File: src/rtl/tmdr_pkg.sv
// Shared types and constants for the tile map renderer.
`default_nettype none

package tmdr_pkg;

  // Operation codes carried in the mode field
  typedef enum logic [1:0] {
    MODE_CLEAR   = 2'd0,
    MODE_DEFINE  = 2'd1,
    MODE_PUT     = 2'd2,
    MODE_PRESENT = 2'd3
  } mode_e_t;

  // One input item
  typedef struct packed {
    mode_e_t     mode;
    logic [7:0]  tile_x;
    logic [7:0]  tile_y;
    logic [7:0]  tile_id;
    logic [2:0]  bitmap_row;
    logic [7:0]  row_bits;
    logic [15:0] fg_color;
    logic [15:0] bg_color;
  } in_item_t;

  // One result item
  typedef struct packed {
    logic [8:0]  pixel_x;
    logic [7:0]  pixel_y;
    logic [15:0] pixel_color;
    logic        last_pixel;
    logic        flush;
  } out_item_t;

  // Queue between front and back
  localparam int Q_DEPTH = 2;

  typedef struct packed {
    logic     valid;
    in_item_t head;
  } q_status_t;

  // Back-end sequencer states
  typedef enum logic [2:0] {
    BK_IDLE,
    BK_PUT,
    BK_SCAN,
    BK_ROW,
    BK_COL,
    BK_CELL,
    BK_EMIT,
    BK_FLUSH
  } bk_state_t;

  localparam int TILE_COUNT = 256;
  localparam logic [5:0] LAST_PIXEL_IDX = 6'd63;

endpackage

`default_nettype wire

File: src/rtl/tmdr_queue.sv
// Short command queue between front end and back end.
`default_nettype none

module tmdr_queue (
  input  wire logic               clk,
  input  wire logic               rst,
  input  wire logic               push,
  input  wire tmdr_pkg::in_item_t push_data,
  output logic                    full,
  input  wire logic               pop,
  output tmdr_pkg::q_status_t     status
);

  tmdr_pkg::in_item_t entries [tmdr_pkg::Q_DEPTH];
  logic       wr_ptr;
  logic       rd_ptr;
  logic [1:0] count;

  assign full         = (count == 2'(tmdr_pkg::Q_DEPTH));
  assign status.valid = (count != 2'd0);
  assign status.head  = entries[rd_ptr];

  // Store the pushed entry
  always_ff @(posedge clk) begin
    if (push) begin
      entries[wr_ptr] <= push_data;
    end
  end

  // Advance pointers and count
  always_ff @(posedge clk) begin
    if (rst) begin
      wr_ptr <= 1'b0;
      rd_ptr <= 1'b0;
      count  <= 2'd0;
    end else begin
      if (push) begin
        wr_ptr <= wr_ptr + 1'b1;
      end
      if (pop) begin
        rd_ptr <= rd_ptr + 1'b1;
      end
      if (push && !pop) begin
        count <= count + 2'd1;
      end else if (pop && !push) begin
        count <= count - 2'd1;
      end
    end
  end

endmodule

`default_nettype wire

File: config.mk
export PLATFORM = sky130hd
export DESIGN_NAME = tmdr_queue
export DESIGN_NICKNAME = d
export VERILOG_FILES = /design/src/rtl/tmdr_pkg.sv /design/src/rtl/tmdr_queue.sv
export SDC_FILE = /design/constraint.sdc
export NUM_CORES = 1
export LEC_CHECK = 0
export BUFFER_PORTS_ARGS = -buffer_cell sky130_fd_sc_hd__buf_2
export CORE_MARGIN = 2
export CORE_UTILIZATION = 48
export CTS_BUF_LIST = sky130_fd_sc_hd__clkbuf_8
export DETAILED_ROUTE_END_ITERATION = 7
export PLACE_DENSITY = 0.85
export SETUP_SLACK_MARGIN = 0.05
export SYNTH_ARGS = -nofsm -noshare
export SYNTH_HDL_FRONTEND = slang
export SYNTH_SLANG_ARGS = --single-unit
File: constraint.sdc
create_clock -name clk -period 12.65 [get_ports clk]
set_clock_uncertainty 0.2 [all_clocks]
set_input_delay 1.265 -clock clk [delete_from_list [all_inputs] [get_ports clk]]
set_output_delay 1.265 -clock clk [all_outputs]
set_load 0.05 [all_outputs]
* Word level (Yosys, flattened, before mapping)
Memories as Yosys holds them, arrays and structs flattened. A register that Yosys moved wholly into a read port is not among the register bits.
Index checks and enable logic that the tools add are counted.
** Word-level totals
- Memory bits (writable) :: 138
- Bits in registers :: 4
- Input bits :: 73
- Word-level logic and storage cells :: 21
- Output and inout bits :: 71
- Memories :: 1
** Memory list
- entries :: depth 2, bits a word 69, read ports 1, clocked after Yosys merged registers in 1, wr ports 1, RTL line tmdr_queue.sv:14 : tmdr_pkg::in_item_t entries [tmdr_pkg::Q_DEPTH];
** Cells by class
- Reductions and logical operators :: 6
- Muxes and demuxes :: 6
- Add/subtract/negate cells :: 4
- Equality and inequality tests :: 1
** Operator list (number)
- $mux W1 :: 4
- $mux W2 :: 2
- $reduce_bool A2 Y1 :: 2
- $add A1 B1 Y1 const B :: 2
- $add A2 B1 Y2 const B :: 1
- $eq A2 B2 Y1 const B :: 1
- $logic_and A1 B1 Y1 :: 2
- $logic_not A1 Y1 :: 2
- $sub A2 B1 Y2 const B :: 1

* Depth between registers and ports, before layout
Gate-level depths: netlist of run 1.
- Word-level depth :: 4
- Mapped depth :: 5

* Least setup slack after synthesis of run 1
No wires, ideal clock.
- Path type :: input-to-reg
- Start point :: input port push
- End point :: memory entries[0][0] (netlist bit), enable pin
- Path buffers :: 0
- Arrival time :: 4293 ps
- Data required time :: 11945 ps
- Cell stages on the path :: 1
- Slack :: 7652 ps
- Library setup time :: 505 ps
- Cell sequence :: nor2b_1
** On the way
- Cells in the longest elaborated chain, start to end :: 2
** Ends and longest elaborated chain
- start: declaration :: RTL line tmdr_queue.sv:7 : input wire logic push,
- $mux W1 :: RTL line tmdr_queue.sv:25 : if (push) begin
- $mux W1 (not written as such) :: RTL line tmdr_queue.sv:26 : entries[wr_ptr] <= push_data;
- end: declaration :: RTL line tmdr_queue.sv:14
No other way between the ends.

==> run_results.csv, run 1 <==
group,metric,value,unit
routing,drc,0,
logic_synthesis,syn_inst,237,
routing,ant_nets,0,
cts,cts_tree,"yes",
run,drv_cap,0,
logic_synthesis,synth_simple_gate_area_share,0.885,%
worst_setup_path,cpMaxStageDelayCell,"dfxtp_4",
global_route,grt_pass1_wl,12.9,mm
logic_synthesis,synth_top_family_by_area,"multiplexers",
floorplanning,io_pins,144,
pwr,ir_drop,0.0000990,V
cts,h-tree-depth,4,
placement,dpl.hpwl,5.44,mm
routing,routedWlPerCell,16.0,um
sta,max_slew_margin,37.5,%
final_layout,syn_to_final_growth,23.2,%
pwr,power_density,168,mW/mm^2
final_layout,n_antenna_cell,0,
worst_setup_path,required,11.18,ns
cts,clk_latency,0.42,ns
cts,clkTransAtPathRegs,0.08,ns
logic_synthesis,synth_cell_types,18,
sta,setup_viol,0,
sta,period_share,28.0,%
cts,post_cts_resized,0,
global_route,grt_overflow,0,
final_layout,design_area,0.00644,mm^2
floorplanning,die_area,0.0117,mm^2
final_layout,ff_latch_area,0.00425,mm^2
sta,grt_setup_unrepaired,"no",
sta,final_hold_viol_count,0,
logic_synthesis,synth_area,0.00523,mm^2
logic_synthesis,syn_area_per_cell,22.1,um^2
worst_setup_path,critPathLaunchType,"flop",
logic_synthesis,ys_warn_count,0,
global_route,grt_start_max_net_pins,70,
logic_synthesis,ys_seq_area_share,81.2,%
floorplanning,core,0.0107,mm^2
logic_synthesis,synth_mux_area_share,15.6,%
sta,fmax,0.282,GHz
routing,vias,2619,
worst_setup_path,critPathMaxFanout,69,
worst_setup_path,cpPeakStageDelay,0.96,ns
floorplanning,std_cell_rows,38,
sta,drv_slew,0,
logic_synthesis,ys_seq_elements,143,
sta,worstMarginPinSlew,0.938,ns
worst_hold_path,hold_path_class,"flop to flop",
final_layout,nNetsFinal,466,
worst_setup_path,worstSetupPathType,"flop to output pin",
floorplanning,die_y,108,um
cts,cts_setup_buffers,0,
final_layout,drive_gt1_share,60.4,%
routing,first_iter_violations,82,
logic_synthesis,synthAdderAreaFrac,0.239,%
routing,routed_via_density,4.81,
global_route,grt.total_usage,15.0,%
placement,gp_congestion,0.661,
final_layout,fill_cells,834,
global_route,antenna_found_initial,0,
worst_setup_path,crit_chain,"mux2_2 -> buf_2",
cts,hold_buffers,0,
pwr,power,1.08,mW
cts,cts_buffers,17,
floorplanning,die_w,108,um
sta,post-route-min-period,3.54,ns
placement,placed_area,0.00608,mm^2
logic_synthesis,synth_compound_area_share,0.191,%
cts,cts_sinks,143,
final_layout,multi_input_area,928,um^2
routing,firstDrtPassIters,5,
routing,drt_wl_total,8.72,mm
worst_setup_path,cp.arrival,2.08,ns
pwr,leakage,2.43,nW
floorplanning,initial_core_util,48.7,%
global_route,grt_pass1_vias,2625,
worst_setup_path,endpoint_kind,"output pin",
status,status,"complete, no violations",
cts,clk_path_buf_depth,2,
sta,finalSetupTns,0,ns
cts,cts-root-buf,"clkbuf_8",
logic_synthesis,synth.net_count,311,
logic_synthesis,synth_xor_xnor_area_share,0.670,%
placement,port_buffers,143,
[cell usage in the layout (no fill, tap or decap)]
cell type | Yosys | layout
mux2_2 | 59 | 59
edfxtp_1 | 138 | 138
xor2_1 | 2 | 2
clkinvlp_4 | 0 | 5
nor2_1 | 4 | 4
clkinv_2 | 0 | 3
or2_2 | 1 | 1
clkinv_1 | 0 | 3
buf_2 | 5 | 143
bufinv_16 | 0 | 2
inv_1 | 1 | 2
dfxtp_4 | 0 | 1
ha_1 | 1 | 1
clkbuf_8 | 0 | 17
a21oi_1 | 1 | 1
dfxtp_1 | 5 | 4
mux2_4 | 10 | 10
and2_4 | 0 | 1
nor2b_4 | 0 | 1
xnor2_1 | 2 | 2
o21ai_0 | 1 | 1
nor2b_1 | 2 | 1
buf_4 | 0 | 1
or3_1 | 1 | 1
[final timing paths]
check	from	to	slack (ns)	cells past startpoint
setup reg to reg	wr_ptr$_SDFFE_PP0P_	entries[1][0]$_DFFE_PP_	10.84	1
hold reg to reg	count[1]$_SDFFE_PP0P_	count[1]$_SDFFE_PP0P_	0.35	2
setup / recovery	flop	status[20]	9.11	2
hold / removal	count[1]$_SDFFE_PP0P_	count[1]$_SDFFE_PP0P_	0.35	2
[logic make-up (layout without fill, tap and decap cells)]
family | after synthesis | count (layout)
buf+inv | 9 | 176
compound gates | 2 | 2
simple gates | 9 | 9
flops | 143 | 143
xor+xnor | 4 | 4
fa+ha+maj | 1 | 1
mux | 69 | 69
[final cells by class]
class	count	area share (%)
clock buffer	17	3.63
clock inverter	14	1.98
inverter	1	0.0583
multi-input combinational	85	14.4
sequential	143	66.0
tap	140	2.72
timing repair buffer	144	11.2
[metal layers]
metal / vias up / share of wire (%) / GRT usage [%]
met5: - / 0 / 0
met4: 0 / 1.2 / 7.14
met3: 11 / 7.2 / 5.49
met2: 92 / 51 / 24.3
met1: 1271 / 41 / 17.9
li1: 1245 / - / -
[worst max-delay path, delay by kind of cell, from the launching register on]
| kind | cells | cell delay [ns] |
|---|---|---|
| buffers and inverters | 1 | 0.21 |
| DFF | 1 | 0.96 |
| muxes | 1 | 0.43 |
[sequential cells by signal (all words and copies together), names as in the netlist, named ones only]
signal and flops:
count 2, entries 138, rd_ptr 1, wr_ptr 1
[report_power, final]
part | internal (mW) | switching, mW | total, mW | leakage [nW]
Clock | 0.170 | 0.162 | 0.331 | 0.173
Sequential | 0.552 | 0.0157 | 0.568 | 1.34
Combinational | 0.0545 | 0.128 | 0.182 | 0.924
[Yosys cell counts (all sizes together)]
| library cell | number | area [um^2] |
|---|---|---|
| a21oi | 1 | 5.00 |
| o21ai | 1 | 5.00 |
| buf | 8 | 62.6 |
| xnor2 | 2 | 17.5 |
| ha | 1 | 12.5 |
| or3 | 1 | 6.26 |
| xor2 | 2 | 17.5 |
| nor2 | 4 | 15.0 |
| or2 | 1 | 6.26 |
| nor2b | 2 | 12.5 |
| and2 | 1 | 6.26 |
| dfxtp | 5 | 100 |
| edfxtp | 138 | 4140 |
| inv | 1 | 3.75 |
| mux2 | 69 | 815 |
[per-stage QoR]
stage	setup WS [ns]	utilization [%]	cells	hold WS, ns
detailed placement	9.54	56.6	513	0.343
floorplan	7.65	-	237	0.256
global placement	9.55	56.6	513	0.274
finish	9.11	59.9	544	0.354
global route	8.97	59.9	544	0.381
CTS	9.07	59.9	544	0.357
Power figures use the tool's default switching activity.
==> inputs of run 2 (changes only) <==
PLACE_DENSITY = 0.88   (was 0.85)
clock period = 3.2 ns   (was 12.65 ns; I/O delays follow)
==> run 2 against run 1 <==
- combinational power grew to 4.5 times the previous value
- worst setup slack worse by 8.4 ns
- clock power grew to 3.3 times the previous value
- largest cell class unchanged
- die area stayed put
- design area is 11% higher
- largest power group unchanged
- critical path type unchanged
- clock-buffer cell count stayed put
- sequential cell count stayed put
- highest routed layer unchanged
- sequential power grew to 3.9 times the previous value
- critical path depth is 1 higher
- utilization is 6.4 points higher
==> run_results.csv, run 2 (synthesis results as in run 1) <==
group,metric,value,unit
global_route,grt_pass1_wl,14.8,mm
floorplanning,io_pins,144,
pwr,power,4.16,mW
cts,clk_path_buf_depth,2,
placement,dpl.hpwl,5.82,mm
worst_setup_path,cpPeakStageDelay,0.65,ns
final_layout,final_common_cell,"buf_2",
final_layout,regMostFlops,"entries",
cts,cts-root-buf,"clkbuf_8",
sta,finalSetupTns,0,ns
worst_setup_path,worstSetupPathType,"flop to output pin",
worst_setup_path,cp.arrival,1.98,ns
global_route,grt.total_usage,17.4,%
worst_setup_path,reg2reg_slack,1.36,ns
routing,drt_wl_total,10.2,mm
global_route,grt_start_max_net_pins,70,
cts,h-tree-depth,4,
global_route,antenna_found_initial,0,
final_layout,n_antenna_cell,0,
pwr,ir_drop,0.000383,V
routing,drc,0,
pwr,leakage,2.75,nW
final_layout,largestRegisters,"entries x138, count x2",
sta,fmax,0.400,GHz
worst_setup_path,required,2.68,ns
floorplanning,std_cell_rows,38,
run,drv_cap,0,
sta,grt_setup_unrepaired,"no",
final_layout,ff_latch_area,0.00425,mm^2
final_layout,nNetsFinal,539,
final_layout,mostFrequentLayoutCells,"buf_2 (143), edfxtp_1 (138), dlygate4sd3_1 (72)",
worst_setup_path,endpoint_kind,"output pin",
sta,max_slew_margin,36.3,%
placement,gp_congestion,0.670,
worst_setup_path,crit_chain,"buf_12 -> mux2_2 -> buf_2",
final_layout,multi_input_area,928,um^2
worst_hold_path,hold_path_class,"input port to flop",
floorplanning,initial_core_util,48.7,%
final_layout,syn_to_final_growth,36.4,%
cts,cts_sinks,143,
floorplanning,die_w,108,um
routing,firstDrtPassIters,4,
routing,ant_nets,0,
status,status,"complete, no violations",
sta,worstMarginPinSlew,0.955,ns
sta,layout_setup_ws,0.701,ns
worst_setup_path,cpMaxStageDelayCell,"dfxtp_4",
cts,cts_setup_buffers,0,
sta,drv_slew,0,
worst_setup_path,critPathLaunchType,"flop",
global_route,grt_pass1_vias,3167,
cts,cts_tree,"yes",
pwr,power_density,583,mW/mm^2
routing,routedWlPerCell,16.5,um
final_layout,drive_gt1_share,50.9,%
final_layout,fill_cells,752,
worst_setup_path,critPathMaxFanout,37,
cts,clkTransAtPathRegs,0.07,ns
sta,period_share,78.1,%
floorplanning,die_area,0.0117,mm^2
placement,port_buffers,143,
floorplanning,core,0.0107,mm^2
final_layout,largest_reg_flops,138,
cts,clk_latency,0.42,ns
floorplanning,die_y,108,um
sta,setup_viol,0,
global_route,grt_overflow,0,
placement,dp_slack,1.12,ns
sta,final_hold_viol_count,0,
worst_setup_path,cp_top_family,"flip-flops",
routing,routed_via_density,4.83,
sta,post-route-min-period,2.50,ns
worst_setup_path,path_buf_inv,2,
routing,first_iter_violations,140,
cts,cts_buffers,17,
final_layout,finish.utilization,66.4,%
routing,vias,2981,
## run 2: final timing paths
path | from | end | depth (start not counted)
hold reg to reg | count[1]$_SDFFE_PP0P_ | count[1]$_SDFFE_PP0P_ | 2
hold / removal | pop | rd_ptr$_SDFFE_PP0P_ | 3
setup / recovery | flop | status[63] | 3
setup reg to reg | wr_ptr$_SDFFE_PP0P_ | entries[1][4]$_DFFE_PP_ | 1
## run 2: cell type report
| type | count | share of cell area [%] |
|---|---|---|
| clock inverters | 14 | 0.912 |
| repair buffers | 217 | 20.7 |
| clock buffers | 17 | 3.28 |
| flip-flops and latches | 143 | 59.6 |
| inverters | 1 | 0.0526 |
| well taps | 140 | 2.46 |
| multi-input cells | 85 | 13.0 |
## run 2: metal layers
layer	vias up	track usage, %	routed length (um)
li1	1382	-	-
met2	99	32.2	5590
met5	-	0	0
met4	0	7.23	130
met3	15	5.00	421
met1	1485	18.5	4050
## run 2: power breakdown
| group | leakage (nW) | switching [mW] | internal, mW | total [mW] |
|---|---|---|---|---|
| combinational | 1.24 | 0.546 | 0.280 | 0.826 |
| sequential | 1.34 | 0.0460 | 2.18 | 2.23 |
| clock | 0.178 | 0.601 | 0.502 | 1.10 |
## run 2: worst min-delay path, stage by stage
cell and delay (ns):
buf_2 0.12, xnor2_1 0.09, nor2_1 0.10
## run 2: metrics by stage
stage                     cells  hold WS [ns]  cell area, um^2
after global placement      514         0.275             6110
after detailed placement    514         0.297             6110
after CTS                   617       0.00354             7130
final                       617        0.0558             7130
after global routing        617        0.0388             7130
after floorplan             237         0.189             5230
## run 2: timing repair
item / in CTS / in global routing
hold endpoints to repair: 143 / 0
resized for setup: 0 / 0
setup endpoints to repair: 0 / 0
hold buffers: 72 / 0
==> inputs of run 3 (changes only) <==
ABC_AREA = 1   (was unset)
PLACE_DENSITY = 0.85   (was 0.88)
clock period = 2.5 ns   (was 3.2 ns; I/O delays follow)
==> run 3 against run 2 <==
- global-route usage up 1.0 points
- worst hold slack better by 0.27 ns
- highest routed layer unchanged
- wire length up 3.7%
==> run_results.csv, run 3 <==
group,metric,value,unit
floorplanning,die_y,109,um
floorplanning,die_w,109,um
placement,dpl.hpwl,6.16,mm
global_route,grt_pass1_wl,15.7,mm
pwr,power,5.66,mW
final_layout,nNetsFinal,556,
logic_synthesis,synth_most_common_cell,"edfxtp_1",
final_layout,n_antenna_cell,0,
worst_setup_path,endpoint_kind,"output pin",
global_route,grt_start_max_net_pins,44,
pwr,power_density,776,mW/mm^2
floorplanning,core,0.0107,mm^2
logic_synthesis,ys_warn_count,0,
sta,period_share,90.9,%
logic_synthesis,ys_seq_area_share,80.9,%
cts,cts_tree,"yes",
logic_synthesis,yosysTopAreaCell,"edfxtp_1",
logic_synthesis,syn_inst,248,
global_route,grt.total_usage,18.4,%
logic_synthesis,async_reset_ff_share,0,%
final_layout,mostFrequentLayoutCells,"buf_2 (143), edfxtp_1 (138), dlygate4sd3_1 (73)",
worst_setup_path,cpMaxStageDelayCell,"dfxtp_4",
sta,whs,0.327,ns
cts,cts-root-buf,"clkbuf_8",
pwr,ir_drop,0.000400,V
logic_synthesis,synth_cell_types,17,
cts,clkTransAtPathRegs,0.08,ns
worst_setup_path,critPathLaunchType,"flop",
routing,first_iter_violations,129,
logic_synthesis,synth_edf_count,138,
worst_setup_path,cpPeakStageDelay,0.54,ns
sta,drv_slew,0,
sta,final_hold_viol_count,0,
final_layout,syn_to_final_growth,39.1,%
final_layout,largest_reg_flops,138,
routing,vias,3038,
cts,cts_sinks,143,
global_route,grt_pass1_vias,3240,
routing,routed_via_density,4.78,
floorplanning,std_cell_rows,38,
logic_synthesis,ys_seq_elements,143,
final_layout,fill_cells,740,
final_layout,regMostFlops,"entries",
placement,gp_congestion,0.675,
logic_synthesis,synth_area_leaders,"edfxtp_1 (79%), mux2_2 (13%), mux2_4 (2.9%), dfxtp_1 (1.9%), inv_1 (0.64%)",
worst_hold_path,hold_path_class,"flop to flop",
cts,h-tree-depth,4,
logic_synthesis,synth.net_count,322,
sta,finalSetupTns,0,ns
final_layout,final_common_cell,"buf_2",
logic_synthesis,syn_area_per_cell,21.2,um^2
sta,setup_viol,0,
pwr,leakage,2.83,nW
logic_synthesis,synth_area,0.00525,mm^2
global_route,grt_overflow,0,
worst_setup_path,crit_chain,"buf_4 -> mux2_2 -> buf_2",
status,status,"complete, no violations",
floorplanning,io_pins,144,
worst_setup_path,required,2.05,ns
worst_setup_path,cp.arrival,1.82,ns
floorplanning,die_area,0.0118,mm^2
logic_synthesis,synthTopCellsByCount,"edfxtp_1 (138), mux2_2 (59), mux2_4 (10), inv_1 (9)",
cts,clk_path_buf_depth,2,
sta,worstMarginPinSlew,0.597,ns
placement,port_buffers,143,
final_layout,largestRegisters,"entries x138, count x2",
worst_setup_path,worstSetupPathType,"flop to output pin",
sta,post-route-min-period,2.27,ns
logic_synthesis,yosysTopAreaCellShare,79.0,%
routing,ant_nets,0,
sta,grt_setup_unrepaired,"no",
cts,clk_latency,0.42,ns
sta,max_slew_margin,60.2,%
cts,cts_buffers,17,
routing,firstDrtPassIters,4,
sta,fmax,0.440,GHz
final_layout,drive_gt1_share,50.9,%
floorplanning,initial_core_util,48.8,%
routing,routedWlPerCell,16.6,um
global_route,antenna_found_initial,0,
routing,drc,0,
run,drv_cap,0,
logic_synthesis,synth-main-ff-cell,"edfxtp_1",
routing,drt_wl_total,10.6,mm
worst_setup_path,critPathMaxFanout,17,
run 3: changes by cell type after synthesis, moves of 2 or more:
cell,previous run,this run
inv_1,1,9
nand2_1,0,6
nor2_1,4,6
nor2b_1,2,0
xor2_1,2,0
run 3: cell type report:
cell class              instances  area (um^2)  area share (%)
clock inverters                15          173            2.37
multi-input cells              88          915            12.5
clock buffers                  17          234            3.21
flip-flops and latches        143         4250            58.2
well taps                     140          175            2.40
inverters                       9         33.8           0.463
repair buffers                223         1520            20.8
run 3: stage by stage:
step	instance area, um^2	worst slack (ns)	std cells	util, %
after floorplan	5260	0.0826	248	-
after global placement	6140	0.546	529	57.2
after detailed placement	6140	0.532	529	57.2
after CTS	7300	0.176	635	67.9
after global routing	7300	0.131	635	67.9
final	7300	0.227	635	67.9
run 3: repair_timing:
action	4_1_cts	5_1_grt
gates resized for setup	0	0
hold buffers	73	0
buffers inserted	1	0
endpoints found under the hold margin	143	0
setup endpoints to repair	11	0
run 3: cells by family after synthesis:
kind of cell               synth area share [%]
xor gates and xnor gates                  0.167
buffers and inverters                      1.84
DFF                                        80.9
muxes                                      15.5
and+or+nand+nor                            1.17
AOI/OAI and AO/OA                         0.191
adders and majority gates                 0.238
run 3: layer usage:
layer,vias up,track usage [%],wire length [um]
li1,1427,-,-
met1,1496,19.9,4070
met2,99,33.7,5800
met3,16,4.88,565
met4,0,8.33,137
met5,-,0,0
run 3: path summary, 6_finish.rpt:
kind / from / endpoint / slack, ns / depth (start not counted)
setup / recovery: flop / status[11] / 0.23 / 3
hold / removal: rd_ptr$_SDFFE_PP0P_ / rd_ptr$_SDFFE_PP0P_ / 0.33 / 2
setup reg to reg: wr_ptr$_SDFFE_PP0P_ / entries[1][11]$_DFFE_PP_ / 0.90 / 3
hold reg to reg: rd_ptr$_SDFFE_PP0P_ / rd_ptr$_SDFFE_PP0P_ / 0.33 / 2
run 3: critical path: cells and delay by family, from the launching register on:
family / cells / cell delay, ns
DFF: 1 / 0.54
buffers and inverters: 2 / 0.48
muxes: 1 / 0.36
run 3: where the power goes:
part	switching, mW	internal (mW)	leakage (nW)	total [mW]
combinational	0.666	0.347	1.30	1.01
sequential	0.0463	2.77	1.34	2.82
clock	0.851	0.982	0.201	1.83
